### src/hw/rtl/cartridge_bank_mapper_with_line_irq_top_defines.svh
// Assertion macros shared by the bank mapper RTL.
// Each macro expects a clock named i_clk and an active-low reset named i_rst_n in scope.
`ifndef CARTRIDGE_BANK_MAPPER_WITH_LINE_IRQ_TOP_DEFINES_SVH
`define CARTRIDGE_BANK_MAPPER_WITH_LINE_IRQ_TOP_DEFINES_SVH

// Consequent must hold in the same cycle as the antecedent.
`define CBM_ASSERT_NOW(label, ante, cons, msg) \
    label: assert property (@(posedge i_clk) disable iff (!i_rst_n) (ante) |-> (cons)) \
        else $error(msg);

// Consequent must hold in the cycle after the antecedent.
`define CBM_ASSERT_NEXT(label, ante, cons, msg) \
    label: assert property (@(posedge i_clk) disable iff (!i_rst_n) (ante) |=> (cons)) \
        else $error(msg);

`endif

### src/hw/rtl/cbm_pkg.sv
// Package for the cartridge bank mapper: item codes, register decode constants,
// configuration and mapper state types. No dependencies.
package cbm_pkg;

    // Item function codes.
    typedef enum logic [1:0] {
        FUNC_CPU_WRITE = 2'd0,
        FUNC_LINE_EDGE = 2'd1,
        FUNC_PRG_LOOKUP = 2'd2,
        FUNC_CHR_LOOKUP = 2'd3
    } t_func;

    // Configuration register indexes.
    localparam logic [1:0] CFG_PRG_BANK_MASK = 2'd0;
    localparam logic [1:0] CFG_ALT_IRQ_MODE  = 2'd1;
    localparam logic [1:0] CFG_FOUR_SCREEN   = 2'd2;
    localparam logic [1:0] CFG_CHR_USES_ROM  = 2'd3;

    // CPU register decode: address ANDed with the decode mask.
    localparam logic [15:0] REG_DECODE_MASK  = 16'hE001;
    localparam logic [15:0] REG_BANK_SELECT  = 16'h8000;
    localparam logic [15:0] REG_BANK_DATA    = 16'h8001;
    localparam logic [15:0] REG_MIRROR       = 16'hA000;
    localparam logic [15:0] REG_RAM_PROTECT  = 16'hA001;
    localparam logic [15:0] REG_IRQ_LATCH    = 16'hC000;
    localparam logic [15:0] REG_IRQ_RELOAD   = 16'hC001;
    localparam logic [15:0] REG_IRQ_DISABLE  = 16'hE000;
    localparam logic [15:0] REG_IRQ_ENABLE   = 16'hE001;

    // Top three address bits of the outer bank window at 6000-7FFF.
    localparam logic [2:0] OUTER_WINDOW = 3'b011;

    typedef struct packed {
        logic [7:0] prg_bank_mask;
        logic       alt_irq_mode;
        logic       four_screen;
        logic       chr_uses_rom;
    } t_cfg;

    typedef struct packed {
        logic            outer_prg_mode;
        logic [3:0]      outer_prg_bank;
        logic            chr_block_bit;
        logic [2:0]      select_index;
        logic            chr_invert;
        logic            prg_swap;
        logic [5:0][7:0] chr_banks;
        logic [1:0][7:0] prg_banks;
        logic            mirror_bit;
        logic            ram_enable_bit;
        logic            ram_protect_bit;
        logic [7:0]      line_counter;
        logic [7:0]      reload_value;
        logic            reload_request;
        logic            irq_enable;
        logic            irq_pending;
    } t_state;

endpackage

### src/hw/rtl/cbm_if.sv
// Valid/ready channel interfaces for the bank mapper's item and result beats.
// No dependencies.
interface cbm_item_if;
    logic        valid;
    logic        ready;
    logic [1:0]  func;
    logic [15:0] address;
    logic [7:0]  data;

    modport source (output valid, func, address, data, input ready);
    modport sink (input valid, func, address, data, output ready);
endinterface

interface cbm_result_if;
    logic       valid;
    logic       ready;
    logic [8:0] bank;
    logic       chr_from_rom;
    logic       irq_line;
    logic       mirror_horizontal;
    logic       ram_enabled;
    logic       ram_writable;

    modport source (output valid, bank, chr_from_rom, irq_line, mirror_horizontal,
        ram_enabled, ram_writable, input ready);
    modport sink (input valid, bank, chr_from_rom, irq_line, mirror_horizontal,
        ram_enabled, ram_writable, output ready);
endinterface

### src/hw/rtl/cbm_state.sv
// Mapper state registers: CPU register writes and the line counter interrupt.
// Depends on cbm_pkg and the assertion macros header.
`include "cartridge_bank_mapper_with_line_irq_top_defines.svh"

module cbm_state
    import cbm_pkg::*;
(
    input  logic        i_clk,
    input  logic        i_rst_n,
    input  logic        i_en,
    input  logic [1:0]  i_func,
    input  logic [15:0] i_address,
    input  logic [7:0]  i_data,
    input  t_cfg        i_cfg,
    output t_state      o_state,
    output t_state      o_next
);

    t_state     r_state;
    t_state     n_state;
    t_state     state_rst;
    t_func      func;
    logic       is_write;
    logic       is_line;
    logic       irq_off;
    logic [7:0] line_dec;

    assign func     = t_func'(i_func);
    assign is_write = i_en && (func == FUNC_CPU_WRITE);
    assign is_line  = i_en && (func == FUNC_LINE_EDGE);
    assign irq_off  = is_write && i_address[15]
        && ((i_address & REG_DECODE_MASK) == REG_IRQ_DISABLE);
    assign line_dec = r_state.line_counter - 8'd1;

    // Power-on values of the mapper state.
    always_comb begin
        state_rst              = '0;
        state_rst.prg_banks[1] = 8'd1;
        state_rst.reload_value = 8'hFF;
    end

    // Next state for a register write or a line edge.
    always_comb begin
        n_state = r_state;
        if (is_write) begin
            if (i_address[15:13] == OUTER_WINDOW) begin
                if (!i_address[0]) begin
                    n_state.outer_prg_mode = i_data[7];
                    n_state.outer_prg_bank = i_data[3:0];
                end else begin
                    n_state.chr_block_bit = i_data[0];
                end
            end else if (i_address[15]) begin
                unique case (i_address & REG_DECODE_MASK)
                    REG_BANK_SELECT: begin
                        n_state.select_index = i_data[2:0];
                        n_state.chr_invert   = i_data[7];
                        n_state.prg_swap     = i_data[6];
                    end
                    REG_BANK_DATA: begin
                        if (r_state.select_index < 3'd6) begin
                            n_state.chr_banks[r_state.select_index] = i_data;
                        end else begin
                            n_state.prg_banks[r_state.select_index[0]] =
                                i_data & i_cfg.prg_bank_mask;
                        end
                    end
                    REG_MIRROR: begin
                        if (!i_cfg.four_screen) begin
                            n_state.mirror_bit = i_data[0];
                        end
                    end
                    REG_RAM_PROTECT: begin
                        n_state.ram_enable_bit  = i_data[7];
                        n_state.ram_protect_bit = i_data[6];
                    end
                    REG_IRQ_LATCH: begin
                        n_state.reload_value = i_data;
                    end
                    REG_IRQ_RELOAD: begin
                        if (i_cfg.alt_irq_mode) begin
                            n_state.reload_request = 1'b1;
                        end
                        n_state.line_counter = 8'd0;
                    end
                    REG_IRQ_DISABLE: begin
                        n_state.irq_enable  = 1'b0;
                        n_state.irq_pending = 1'b0;
                    end
                    REG_IRQ_ENABLE: begin
                        n_state.irq_enable = 1'b1;
                    end
                    default: begin
                        n_state = r_state;
                    end
                endcase
            end
        end else if (is_line) begin
            // Reload on zero or on request, otherwise count down.
            if ((r_state.line_counter == 8'd0) || r_state.reload_request) begin
                n_state.line_counter = r_state.reload_value;
            end else begin
                n_state.line_counter = line_dec;
            end
            // In the alternate mode it fires only when the counter left a nonzero value or a reload was requested.
            if ((!i_cfg.alt_irq_mode || (r_state.line_counter != 8'd0)
                    || r_state.reload_request)
                    && (n_state.line_counter == 8'd0) && r_state.irq_enable) begin
                n_state.irq_pending = 1'b1;
            end
            n_state.reload_request = 1'b0;
        end
    end

    // State register with reset values.
    always_ff @(posedge i_clk) begin
        if (!i_rst_n) begin
            r_state <= state_rst;
        end else begin
            r_state <= n_state;
        end
    end

    assign o_state = r_state;
    assign o_next  = n_state;

    `CBM_ASSERT_NEXT(a_irq_off_clears, irq_off,
        !r_state.irq_pending && !r_state.irq_enable,
        "interrupt disable write did not clear the interrupt")
    `CBM_ASSERT_NEXT(a_line_drops_request, is_line, !r_state.reload_request,
        "reload request survived a line edge")
    `CBM_ASSERT_NOW(a_irq_from_line, $rose(r_state.irq_pending), $past(is_line),
        "interrupt raised without a line edge")

endmodule

### src/hw/rtl/cbm_lookup.sv
// Bank lookup logic: program and character window translation.
// Depends on cbm_pkg.
module cbm_lookup
    import cbm_pkg::*;
(
    input  logic [1:0]  i_func,
    input  logic [15:0] i_address,
    input  t_state      i_state,
    input  t_cfg        i_cfg,
    output logic [8:0]  o_bank,
    output logic        o_chr_from_rom
);

    t_func      func;
    logic [1:0] prg_slot;
    logic [7:0] second_last;
    logic [7:0] outer_bank;
    logic [7:0] prg_bank;
    logic [2:0] chr_slot;
    logic [2:0] chr_pair;
    logic [2:0] chr_index;
    logic [7:0] chr_bank;

    assign func        = t_func'(i_func);
    assign prg_slot    = i_address[14:13];
    assign second_last = i_cfg.prg_bank_mask - 8'd1;
    assign outer_bank  = {3'd0, i_state.outer_prg_bank, prg_slot[0]} & i_cfg.prg_bank_mask;
    assign chr_slot    = i_address[12:10] ^ {i_state.chr_invert, 2'b00};
    assign chr_pair    = {2'b00, chr_slot[1]};
    assign chr_index   = chr_slot - 3'd2;

    // Program window select.
    always_comb begin
        if (!prg_slot[1] && i_state.outer_prg_mode) begin
            prg_bank = outer_bank;
        end else begin
            case (prg_slot)
                2'd0:    prg_bank = i_state.prg_swap ? second_last : i_state.prg_banks[0];
                2'd1:    prg_bank = i_state.prg_banks[1];
                2'd2:    prg_bank = i_state.prg_swap ? i_state.prg_banks[0] : second_last;
                default: prg_bank = i_cfg.prg_bank_mask;
            endcase
        end
    end

    // Character window select: 2 KiB pairs in the low half, 1 KiB in the high half.
    always_comb begin
        if (!chr_slot[2]) begin
            chr_bank = {i_state.chr_banks[chr_pair][7:1], chr_slot[0]};
        end else begin
            chr_bank = i_state.chr_banks[chr_index];
        end
    end

    // Result by item type; out-of-range lookups give bank zero.
    always_comb begin
        o_bank         = 9'd0;
        o_chr_from_rom = 1'b0;
        unique case (func)
            FUNC_PRG_LOOKUP: begin
                if (i_address[15]) begin
                    o_bank = {1'b0, prg_bank};
                end
            end
            FUNC_CHR_LOOKUP: begin
                o_chr_from_rom = i_cfg.chr_uses_rom;
                if (i_address[15:13] == 3'd0) begin
                    o_bank = {i_state.chr_block_bit, chr_bank};
                end
            end
            default: begin
                o_bank = 9'd0;
            end
        endcase
    end

endmodule

### src/hw/rtl/cartridge_bank_mapper_with_line_irq_top.sv
// Top level of the cartridge bank mapper with line counter interrupt.
// Depends on cbm_pkg, cbm_if, cbm_state and cbm_lookup.
//
// Usage:
// Items arrive on i_item as beats of func, address and data: a CPU register
// write, a rising edge of PPU address line 12, a CPU bank lookup or a PPU bank
// lookup. Every item yields exactly one result beat on o_result carrying the
// bank number, the character ROM flag and the interrupt, mirroring and program
// RAM flags as they stand after the item.
// An accepted item is held in an input register; once the output register is free
// or its result is being taken, the item updates the mapper state and its result
// is loaded into the output register, where the result beat is held valid until
// it is taken. One item per cycle is taken when the receiver keeps up.
// When the receiver stalls, the result holds and the input register keeps one
// more item; then i_item.ready falls until the result is taken.
// Configuration registers are written on i_cfg_we with i_cfg_index and i_cfg_data;
// the user must write them only while no item is in flight, as the block does not enforce it.
// Reset restores all mapper state and configuration to the power-on values and
// empties both registers.
module cartridge_bank_mapper_with_line_irq_top
    import cbm_pkg::*;
(
    input  logic        i_clk,
    input  logic        i_rst_n,
    cbm_item_if.sink    i_item,
    cbm_result_if.source o_result,
    input  logic        i_cfg_we,
    input  logic [1:0]  i_cfg_index,
    input  logic [7:0]  i_cfg_data
);

    t_cfg        r_cfg;
    logic        r_a_valid;
    logic [1:0]  r_a_func;
    logic [15:0] r_a_address;
    logic [7:0]  r_a_data;
    logic        r_o_valid;
    logic [8:0]  r_o_bank;
    logic        r_o_chr_from_rom;
    logic        r_o_irq;
    logic        r_o_mirror;
    logic        r_o_ram_en;
    logic        r_o_ram_wr;
    logic        advance;
    logic        fire;
    t_state      state_cur;
    t_state      state_next;
    logic [8:0]  bank;
    logic        chr_from_rom;

    assign advance      = !r_o_valid || o_result.ready;
    assign fire         = r_a_valid && advance;
    assign i_item.ready = !r_a_valid || advance;

    // Configuration registers.
    always_ff @(posedge i_clk) begin
        if (!i_rst_n) begin
            r_cfg.prg_bank_mask <= 8'hFF;
            r_cfg.alt_irq_mode  <= 1'b0;
            r_cfg.four_screen   <= 1'b0;
            r_cfg.chr_uses_rom  <= 1'b1;
        end else if (i_cfg_we) begin
            unique case (i_cfg_index)
                CFG_PRG_BANK_MASK: r_cfg.prg_bank_mask <= i_cfg_data;
                CFG_ALT_IRQ_MODE:  r_cfg.alt_irq_mode  <= i_cfg_data[0];
                CFG_FOUR_SCREEN:   r_cfg.four_screen   <= i_cfg_data[0];
                CFG_CHR_USES_ROM:  r_cfg.chr_uses_rom  <= i_cfg_data[0];
                default:           r_cfg <= r_cfg;
            endcase
        end
    end

    // Input register valid.
    always_ff @(posedge i_clk) begin
        if (!i_rst_n) begin
            r_a_valid <= 1'b0;
        end else if (i_item.ready) begin
            r_a_valid <= i_item.valid;
        end
    end

    // Input register payload.
    always_ff @(posedge i_clk) begin
        if (i_item.valid && i_item.ready) begin
            r_a_func    <= i_item.func;
            r_a_address <= i_item.address;
            r_a_data    <= i_item.data;
        end
    end

    cbm_state u_state (
        .i_clk     (i_clk),
        .i_rst_n   (i_rst_n),
        .i_en      (fire),
        .i_func    (r_a_func),
        .i_address (r_a_address),
        .i_data    (r_a_data),
        .i_cfg     (r_cfg),
        .o_state   (state_cur),
        .o_next    (state_next)
    );

    cbm_lookup u_lookup (
        .i_func         (r_a_func),
        .i_address      (r_a_address),
        .i_state        (state_cur),
        .i_cfg          (r_cfg),
        .o_bank         (bank),
        .o_chr_from_rom (chr_from_rom)
    );

    // Output register valid.
    always_ff @(posedge i_clk) begin
        if (!i_rst_n) begin
            r_o_valid <= 1'b0;
        end else if (advance) begin
            r_o_valid <= r_a_valid;
        end
    end

    // Output register payload: flags come from the state after the item.
    always_ff @(posedge i_clk) begin
        if (fire) begin
            r_o_bank         <= bank;
            r_o_chr_from_rom <= chr_from_rom;
            r_o_irq          <= state_next.irq_pending;
            r_o_mirror       <= state_next.mirror_bit;
            r_o_ram_en       <= state_next.ram_enable_bit;
            r_o_ram_wr       <= !state_next.ram_protect_bit;
        end
    end

    assign o_result.valid             = r_o_valid;
    assign o_result.bank              = r_o_bank;
    assign o_result.chr_from_rom      = r_o_chr_from_rom;
    assign o_result.irq_line          = r_o_irq;
    assign o_result.mirror_horizontal = r_o_mirror;
    assign o_result.ram_enabled       = r_o_ram_en;
    assign o_result.ram_writable      = r_o_ram_wr;

endmodule
### src/flat_wrapper.sv
// flat-port wrapper written by rule: the top's interface ports become plain ports
module cartridge_bank_mapper_with_line_irq_top_flat import cbm_pkg::*;
  (i_clk, i_rst_n, i_cfg_we, i_cfg_index, i_cfg_data, i_item_valid, i_item_func, i_item_address, i_item_data, i_item_ready, o_result_valid, o_result_bank, o_result_chr_from_rom, o_result_irq_line, o_result_mirror_horizontal, o_result_ram_enabled, o_result_ram_writable, o_result_ready);
  cbm_item_if i_item_i ();
  cbm_result_if o_result_i ();
  input  logic i_clk;
  input  logic i_rst_n;
  input  logic i_cfg_we;
  input  logic [1:0] i_cfg_index;
  input  logic [7:0] i_cfg_data;
  input wire logic [$bits(i_item_i.valid)-1:0] i_item_valid;
  input wire logic [$bits(i_item_i.func)-1:0] i_item_func;
  input wire logic [$bits(i_item_i.address)-1:0] i_item_address;
  input wire logic [$bits(i_item_i.data)-1:0] i_item_data;
  output wire logic [$bits(i_item_i.ready)-1:0] i_item_ready;
  output wire logic [$bits(o_result_i.valid)-1:0] o_result_valid;
  output wire logic [$bits(o_result_i.bank)-1:0] o_result_bank;
  output wire logic [$bits(o_result_i.chr_from_rom)-1:0] o_result_chr_from_rom;
  output wire logic [$bits(o_result_i.irq_line)-1:0] o_result_irq_line;
  output wire logic [$bits(o_result_i.mirror_horizontal)-1:0] o_result_mirror_horizontal;
  output wire logic [$bits(o_result_i.ram_enabled)-1:0] o_result_ram_enabled;
  output wire logic [$bits(o_result_i.ram_writable)-1:0] o_result_ram_writable;
  input wire logic [$bits(o_result_i.ready)-1:0] o_result_ready;
  assign i_item_i.valid = i_item_valid;
  assign i_item_i.func = i_item_func;
  assign i_item_i.address = i_item_address;
  assign i_item_i.data = i_item_data;
  assign i_item_ready = i_item_i.ready;
  assign o_result_valid = o_result_i.valid;
  assign o_result_bank = o_result_i.bank;
  assign o_result_chr_from_rom = o_result_i.chr_from_rom;
  assign o_result_irq_line = o_result_i.irq_line;
  assign o_result_mirror_horizontal = o_result_i.mirror_horizontal;
  assign o_result_ram_enabled = o_result_i.ram_enabled;
  assign o_result_ram_writable = o_result_i.ram_writable;
  assign o_result_i.ready = o_result_ready;
  cartridge_bank_mapper_with_line_irq_top u_core (.i_clk(i_clk), .i_rst_n(i_rst_n), .i_item(i_item_i), .o_result(o_result_i), .i_cfg_we(i_cfg_we), .i_cfg_index(i_cfg_index), .i_cfg_data(i_cfg_data));
endmodule
### config.mk
export PLATFORM = sky130hd
export DESIGN_NAME = cartridge_bank_mapper_with_line_irq_top_flat
export DESIGN_NICKNAME = d
export VERILOG_FILES = /design/src/hw/rtl/cbm_pkg.sv /design/src/hw/rtl/cbm_if.sv /design/src/hw/rtl/cbm_state.sv /design/src/hw/rtl/cbm_lookup.sv /design/src/hw/rtl/cartridge_bank_mapper_with_line_irq_top.sv /design/src/flat_wrapper.sv
export VERILOG_INCLUDE_DIRS = /design/src /design/src/hw/rtl
export SDC_FILE = /design/constraint.sdc
export NUM_CORES = 1
export LEC_CHECK = 0
export ABC_AREA = 1
export BUFFER_PORTS_ARGS = -buffer_cell sky130_fd_sc_hd__clkbuf_2
export CORE_AREA = 8 8 113 115
export DETAILED_ROUTE_END_ITERATION = 10
export DIE_AREA = 0 0 121 123
export PLACE_DENSITY = 0.84
export SLEW_MARGIN = 20
export SYNTH_ARGS = -nofsm -noshare
export SYNTH_HDL_FRONTEND = slang
export SYNTH_SLANG_ARGS = --single-unit
### constraint.sdc
create_clock -name i_clk -period 2.02 [get_ports i_clk]
set_input_delay 0.404 -clock i_clk [delete_from_list [all_inputs] [get_ports i_clk]]
set_output_delay 0.404 -clock i_clk [all_outputs]
set_load 0.02 [all_outputs]
==> results.cfg, run 1 <==
[yosys]
synth.distinct_cells = 41
synthMuxAreaShare_pct = 0.159
synth_top_family_by_area = compound AO/OA/AOI/OAI gates
synthesis.area_mm2 = 0.00628
synthAdderAreaFrac_pct = 0.399
yosys_register_bits = 139
syn_avg_cell_area_um2 = 7.84
syn_inst = 801
synthXorXnorAreaFrac_pct = 0.558
seq_area_frac_synth_pct = 49.3
synthArstFlopShare_pct = 0
synth_compound_area_share_pct = 23.5
synthSimpleGateAreaFrac_pct = 16.5
synth_top_flop_cell = dfxtp_1
synth_edf_count = 31
syn-num-nets = 844
ys_warn_count = 0

[clock_tree]
cts_tree = done
path_clk_slew_ps = 60
cts_setup_buffers = 0
root_buffer = clkbuf_16
htree_levels = 4
clock_path_buffers = 2
clkLatencyLatePin_ps = 410
clock-sinks = 139
numCtsBuffers = 17

[route]
first_pass_iters = 5
totalWireLength_um = 16100
drc = 0
postRouteAntennaNets = 0
dr_total_vias = 5714
vias_per_cell = 5.65
wire_per_inst_um = 15.9
drt_iter0_drc = 552

[timing]
worstMarginPinSlew_ps = 696
period_share_pct = 98.2
fin_skew_ps = 6.25
max_freq_mhz = 504
finalWorstSetupSlack_ps = 37.0
fin_tns_setup_ps = 0
hold_viol = 0
finalMaxSlewViolations = 0
setup_viol = 0
grt_setup_unrepaired = true
fin_crit_ps = 1980
slew_headroom_pct = 53.6

[pwr]
power_density_mw_per_mm2 = 899
power.leakage_nw = 3.07
power_mw = 6.60
peakVddDrop_v = 0.000532

[critical_path]
crit_type = reg -> reg
endpoint_kind = flip-flop
critical-path-slowest-cell = edfxtp_1
crit_start = u_core.r_a_address[13]
worst-path-max-fanout = 16
r2r_start = u_core.r_a_address[13]
reg2reg_depth = 7
critPathMaxStageDelay_ps = 510
regToRegSetupSlack_ps = 40
endpoint = u_core.u_state.o_state[76]
arrival_ps = 2270
worstSetupStartpointType = flip-flop
worstReg2RegEnd = u_core.u_state.o_state[76]
worstPathRequired_ps = 2300
crit_path_cell_trace = buf_4, nor3_2, nand2_4, clkinv_2, nand4_2, o21ai_1, a21oi_1

[cells_and_area]
layout_common_cells = 120 x inv_1, 114 x nand2_1, 113 x a21oi_1, 109 x o21ai_0, 108 x dfxtp_1
diodes = 0
area_delta_synth_final_pct = 17.0
drive_above_1_share_pct = 14.4
nets = 899
stdcell_area_mm2 = 0.00734
final_common_cell = inv_1

[global_route]
antenna_found_initial = 0
grt-ovfl-total = 0
grt_pass1_wl_um = 25900
grt_max_degree = 54
grt_pass1_vias = 5409
grtUsageTotal_pct = 21.9

[die]
start_util_pct = 56.7
core_mm2 = 0.0111
rows = 39
die_area_mm2 = 0.0149
fp.dieH_um = 123
fp.dieW_um = 121
io_pins = 57

[worst_hold_path]
worstHoldPathType = in -> reg

[job]
drv_cap = 0

[outcome]
outcome = finished clean

[placement]
place_ws_ps = 68.5
place_area_mm2 = 0.00673
gp_congestion = 0.969
numPortBuffers = 47
hpwl_um = 10800
-- critical path: cells and delay by family, from the launching register on --
kind | cells | cell delay (ps)
and+or+nand+nor | 3 | 660
buffers and inverters | 2 | 310
AOI/OAI and AO/OA | 2 | 360
DFF | 1 | 510
-- layout make-up --
class,instances,area (um2)
clock buffer,21,482
fill,889,3730
inverter,121,455
sequential,139,3090
multi-input combinational,506,2610
clock inverter,11,114
timing repair buffer,71,415
tap,143,179
-- logic make-up after synthesis --
kind of cell / after synthesis
compound gates: 275
xor+xnor: 4
fa+ha+maj: 2
buf+inv: 156
flops: 139
mux: 1
simple gates: 224
-- metal layers --
layer | vias up | part of all wire, % | wire length (um) | track usage (%)
li1 | 2805 | - | - | -
met1 | 2624 | 42 | 6750 | 27.2
met2 | 247 | 48 | 7750 | 35.9
met3 | 38 | 7.1 | 1140 | 5.02
met4 | 0 | 2.7 | 426 | 9.99
met5 | - | 0 | 0 | 0
-- flip-flops by register name, indices dropped and copies added (netlist names) --
register                           count
u_core.o_result.irq_line               1
u_core.r_a_address                     7
u_core.r_cfg                          11
u_core.o_result.chr_from_rom           1
u_core.o_result.valid                  1
u_core.o_result.ram_enabled            1
u_core.r_a_data                        8
u_core.o_result.ram_writable           1
u_core.o_result.mirror_horizontal      1
u_core.r_a_valid                       1
u_core.u_state.o_state                95
u_core.r_a_func                        2
u_core.o_result.bank                   9
-- worst min path at each step --
stage,start,endpoint,cells past startpoint
floorplan,u_core.u_state.o_state[67],u_core.u_state.o_state[67],2
global placement,u_core.u_state.o_state[64],u_core.u_state.o_state[64],2
detailed placement,u_core.u_state.o_state[66],u_core.u_state.o_state[66],2
CTS,i_item_address[15],u_core.r_a_address[15],1
global route,i_item_address[0],u_core.r_a_address[0],1
finish,i_item_func[0],u_core.r_a_func[0],1
-- timing repair --
item,4_1_cts,5_1_grt
hold buffers,0,0
gates resized for setup,0,4
endpoints found under the setup margin,0,37
-- power breakdown --
group | internal [mW] | leakage (nW) | switching, mW
combinational | 0.172 | 1.60 | 0.322
clock | 1.95 | 0.299 | 1.19
sequential | 2.90 | 1.17 | 0.0727
total | 5.02 | 3.07 | 1.58
-- synth_stat cells (2+ instances only) --
cell type / n / area [um2]
nor3_2: 3 / 30.0
nor3_1: 4 / 20.0
clkbuf_1: 21 / 78.8
inv_1: 120 / 450
nor2_2: 4 / 25.0
nand4_1: 2 / 12.5
buf_2: 9 / 45.0
o21ai_0: 111 / 556
a31oi_1: 8 / 50.1
a22o_1: 2 / 17.5
o21ai_1: 14 / 70.1
nand3_1: 42 / 210
nand3_2: 2 / 20.0
nand4_2: 4 / 50.1
xor2_1: 2 / 17.5
o31ai_1: 2 / 15.0
buf_1: 4 / 15.0
edfxtp_1: 31 / 931
nor2_1: 42 / 158
ha_1: 2 / 25.0
o211ai_1: 18 / 135
xnor2_1: 2 / 17.5
dfxtp_1: 108 / 2160
nand2_4: 2 / 22.5
nand2_1: 114 / 428
a21oi_1: 113 / 566
-- metrics by stage --
step / hold WS, ps / utilization [%] / std cells
global route: 152 / 66.3 / 1012
finish: 161 / 66.3 / 1012
floorplan: 420 / - / 801
CTS: 152 / 66.1 / 1012
detailed placement: 433 / 60.8 / 980
global placement: 429 / 60.8 / 980
(Power assumes the default switching activity.)
==> inputs of run 2 (changes only) <==
--- a/config.mk
+++ b/config.mk
@@ -8,11 +8,12 @@
 export LEC_CHECK = 0
 export ABC_AREA = 1
 export BUFFER_PORTS_ARGS = -buffer_cell sky130_fd_sc_hd__clkbuf_2
-export CORE_AREA = 8 8 113 115
+export CORE_AREA = 8 8 122 124
 export DETAILED_ROUTE_END_ITERATION = 10
-export DIE_AREA = 0 0 121 123
-export PLACE_DENSITY = 0.84
+export DIE_AREA = 0 0 130 132
+export PLACE_DENSITY = 0.85
 export SLEW_MARGIN = 20
 export SYNTH_ARGS = -nofsm -noshare
 export SYNTH_HDL_FRONTEND = slang
+export SYNTH_HIERARCHICAL = 1
 export SYNTH_SLANG_ARGS = --single-unit
==> results.cfg, run 2 <==
[cells_and_area]
drive_above_1_share_pct = 17.7
largest_reg_flops = 95
layout_common_cells = 172 x nand2_1, 108 x dfxtp_1, 90 x nor2_1, 83 x a21oi_1, 80 x inv_1
nets = 980
final_common_cell = nand2_1
finish.utilization_pct = 60.8
area_delta_synth_final_pct = 15.0
diodes = 0

[placement]
gp_congestion = 0.921
numPortBuffers = 47
hpwl_um = 12000

[yosys]
synthesis.area_mm2 = 0.00686
syn_avg_cell_area_um2 = 7.77
ys_warn_count = 6
syn-num-nets = 927
syn_inst = 883

[clock_tree]
path_clk_slew_ps = 60
numCtsBuffers = 17
htree_levels = 4
clkLatencyLatePin_ps = 420
clock_path_buffers = 2
root_buffer = clkbuf_16
cts_tree = done
cts_setup_buffers = 0
clock-sinks = 139

[route]
first_pass_iters = 5
vias_per_cell = 5.60
totalWireLength_um = 17200
postRouteAntennaNets = 0
wire_per_inst_um = 15.3
drc = 0
dr_total_vias = 6299
drt_iter0_drc = 732

[global_route]
grt_pass1_wl_um = 28200
grt-ovfl-total = 0
grt_max_degree = 48
antenna_found_initial = 0
grt_pass1_vias = 5808
grtUsageTotal_pct = 20.5

[timing]
fin_skew_ps = 6.75
period_share_pct = 93.5
slew_headroom_pct = 66.3
grt_setup_unrepaired = false
setup_viol = 0
hold_viol = 0
finalMaxSlewViolations = 0
worstMarginPinSlew_ps = 504
fin_tns_setup_ps = 0
fin_crit_ps = 1890
max_freq_mhz = 529

[critical_path]
endpoint_kind = flip-flop
worstSetupStartpointType = flip-flop
worstPathRequired_ps = 2350
arrival_ps = 2220
worstReg2RegEnd = u_core/u_state/o_state[94]
crit_type = reg -> reg
reg2reg_depth = 8
worst-path-max-fanout = 10
r2r_start = u_core/r_a_address[13]
regToRegSetupSlack_ps = 130

[die]
rows = 42
fp.dieW_um = 130
core_mm2 = 0.0130
fp.dieH_um = 132
start_util_pct = 52.8
die_area_mm2 = 0.0172
io_pins = 57

[worst_hold_path]
whs_endpoint = u_core/r_a_address[11]
min_from = i_item_address[11]
worstHoldPathType = in -> reg
worst_hold_path.num_cells = 1

[outcome]
outcome = finished clean

[pwr]
peakVddDrop_v = 0.000818
power.leakage_nw = 3.35
power_density_mw_per_mm2 = 786

[job]
drv_cap = 0
run 2: layout make-up:
class / instances / area [um2]
Clock buffer: 19 / 433
Inverter: 89 / 337
Timing Repair Buffer: 82 / 548
Multi-Input combinational cell: 607 / 3180
Fill cell: 1105 / 5090
Tap cell: 176 / 220
Sequential cell: 139 / 3090
Clock inverter: 13 / 80.1
run 2: worst max-delay path: stages, from the launching register on:
cell      delay, ps
edfxtp_1        470
buf_4           220
inv_1            70
nor3_1          260
nand3_1         120
inv_1           260
or2_2           170
inv_1            40
a211oi_1        170
run 2: power breakdown:
group	switching (mW)	total, mW	internal, mW
registers	0.0546	2.95	2.90
logic	0.369	0.553	0.184
clock network	1.15	2.69	1.55
run 2: per-stage QoR:
| step | cell area, um2 | setup slack, ps | power (mW) | cells | hold slack, ps |
|---|---|---|---|---|---|
| 2_1_floorplan | 6870 | 114 | 3.36 | 883 | 440 |
| 3_3_place_gp | 7370 | 134 | 3.54 | 1093 | 455 |
| 3_5_place_dp | 7370 | 90.7 | 3.55 | 1093 | 463 |
| 4_1_cts | 7890 | 145 | 6.21 | 1125 | 149 |
| 5_1_grt | 7890 | 16.7 | 6.44 | 1125 | 142 |
| 6_report | 7890 | 131 | 6.20 | 1125 | 160 |
run 2: worst max path at each step:
stage | from | to | slack [ps] | cells after the start
after detailed placement | o_result_ready | u_core/u_state/o_state[26] | 90 | 9
after CTS | u_core/r_a_address[13] | u_core/o_result.ram_writable | 150 | 6
after global routing | u_core/r_a_address[13] | u_core/u_state/o_state[92] | 20 | 8
after floorplan | o_result_ready | u_core/o_result.irq_line | 110 | 7
after global placement | o_result_ready | u_core/u_state/o_state[22] | 130 | 9
final | u_core/r_a_address[13] | u_core/u_state/o_state[94] | 130 | 8
run 2: metal layers:
layer,vias to the layer above,share of wire (%),global-route usage [%]
met1,2889,43,26.2
met5,-,0,0
li1,3083,-,-
met3,40,8.7,4.85
met4,0,2.4,8.65
met2,287,46,32.3
run 2: repair_timing:
action | 4_1_cts | 5_1_grt
hold buffers | 0 | 0
gates resized for setup | 0 | 2
setup endpoints to repair | 0 | 2
==> inputs of run 3 (changes only) <==
--- a/config.mk
+++ b/config.mk
@@ -8,10 +8,10 @@
 export LEC_CHECK = 0
 export ABC_AREA = 1
 export BUFFER_PORTS_ARGS = -buffer_cell sky130_fd_sc_hd__clkbuf_2
-export CORE_AREA = 8 8 122 124
+export CORE_AREA = 8 8 127 129
 export DETAILED_ROUTE_END_ITERATION = 10
-export DIE_AREA = 0 0 130 132
-export PLACE_DENSITY = 0.85
+export DIE_AREA = 0 0 135 137
+export PLACE_DENSITY = 0.82
 export SLEW_MARGIN = 20
 export SYNTH_ARGS = -nofsm -noshare
 export SYNTH_HDL_FRONTEND = slang
==> constraint.sdc (replaced) <==
create_clock -name i_clk -period 1.51 [get_ports i_clk]
set_input_delay 0.302 -clock i_clk [delete_from_list [all_inputs] [get_ports i_clk]]
set_output_delay 0.302 -clock i_clk [all_outputs]
set_load 0.02 [all_outputs]
==> results.cfg, run 3 (synthesis results as in run 2) <==
[outcome]
outcome = finished with violations
violations = setup timing

[route]
drc = 0
dr_total_vias = 7700
totalWireLength_um = 27100
first_pass_iters = 6
wire_per_inst_um = 21.5
vias_per_cell = 6.10
drt_iter0_drc = 1163
postRouteAntennaNets = 0

[placement]
place_ws_ps = -244
gp_congestion = 0.967
hpwl_um = 13000
numPortBuffers = 47

[critical_path]
worstPathRequired_ps = 1680
crit_type = reg -> reg
arrival_ps = 2120
reg2reg_depth = 7
endpoint_kind = flip-flop
worst-path-max-fanout = 7
worstSetupStartpointType = flip-flop

[pwr]
power_mw = 9.60
power_density_mw_per_mm2 = 952
peakVddDrop_v = 0.000681
power.leakage_nw = 4.25
p_int_mw = 7.13
p_clk_share_pct = 45.5
comb_power_share_pct = 13.4
pwr-share-seq_pct = 41.1
switching_share_pct = 25.8
switchingPower_mw = 2.48

[timing]
fin_crit_ps = 1950
hold_viol = 0
period_share_pct = 129
max_freq_mhz = 514
grt_setup_unrepaired = true
slew_headroom_pct = 72.8
setup_viol = 108
worstMarginPinSlew_ps = 409
finalWorstSetupSlack_ps = -436
fin_skew_ps = 6.50
worst_hold_slack_ps = 47.3
finalMaxSlewViolations = 0

[worst_hold_path]
worst_hold_path.num_cells = 1
worstHoldPathType = in -> reg

[global_route]
grt_pass1_wl_um = 34300
grt_pass1_vias = 6853
grt-ovfl-total = 0
grtUsageTotal_pct = 23.5
antenna_found_initial = 0
grt_max_degree = 49

[die]
start_util_pct = 48.3
io_pins = 57
fp.dieH_um = 137
core_mm2 = 0.0142
die_area_mm2 = 0.0185
fp.dieW_um = 135
rows = 44

[job]
drv_cap = 0

[clock_tree]
path_clk_slew_ps = 60
cts_tree = done
clkLatencyLatePin_ps = 430
root_buffer = clkbuf_16
clock_path_buffers = 2
htree_levels = 4
numCtsBuffers = 17
clock-sinks = 139

[cells_and_area]
final_common_cell = nand2_1
drive_above_1_share_pct = 40.9
diodes = 0
nets = 1110
area_delta_synth_final_pct = 47.0
finish.utilization_pct = 71.0
layout_common_cells = 150 x nand2_1, 112 x buf_4, 104 x dfxtp_1, 69 x nor2_1, 62 x inv_1
largest_reg_flops = 95
## run 3: what timing repair did
| item | 4_1_cts | 5_1_grt |
|---|---|---|
| buffers inserted | 26 | 35 |
| hold buffers | 0 | 0 |
| setup endpoints to repair | 105 | 108 |
| cloned | 2 | 1 |
| pin swaps | 15 | 55 |
| gates resized for setup | 81 | 155 |
## run 3: cell type report
| type | count | area, um2 |
|---|---|---|
| flip-flops and latches | 139 | 3100 |
| well taps | 184 | 230 |
| multi-input cells | 608 | 3880 |
| repair buffers | 210 | 1870 |
| clock buffers | 19 | 433 |
| inverters | 89 | 387 |
| clock inverters | 13 | 175 |
| fillers | 904 | 4120 |
| repair inverters | 1 | 7.51 |
## run 3: per-layer routing
layer / part of all wire, % / GRT usage (%)
met1: 36 / 27.7
met2: 46 / 38.0
met3: 11 / 5.95
met4: 7.2 / 14.1
met5: 0 / 0
## run 3: critical path: stages (launching register included)
cell and delay, ps:
edfxtp_1 490, buf_4 230, o21ai_0 260, o31ai_1 170, nor2_1 140, nand2_1 80, nand2_1 230, nand2_1 90
## run 3: power groups by stage
stage	clock (mW)	sequential, mW	combinational [mW]
final	4.37	3.95	1.29
after global routing	4.56	3.95	1.36
after CTS	4.36	3.93	0.995
after detailed placement	0	4.01	0.883
after global placement	0	4.01	0.868
after floorplan	0	4.03	0.475
## run 3: metrics by stage
stage	area [um2]	cells	TNS (ps)
after floorplan	6960	883	-10160
after CTS	9120	1228	-8170
after global routing	10100	1263	-33000
after global placement	8030	1168	-10220
after detailed placement	8030	1168	-13470
final	10100	1263	-27490
## run 3: final timing paths
check                                  start                          to  slack [ps]
setup / recovery      u_core/r_a_address[14]     u_core/o_result.bank[5]        -440
hold / removal            i_item_address[11]      u_core/r_a_address[11]          50
setup reg to reg      u_core/r_a_address[14]     u_core/o_result.bank[5]        -440
hold reg to reg   u_core/u_state/o_state[26]  u_core/u_state/o_state[26]         470
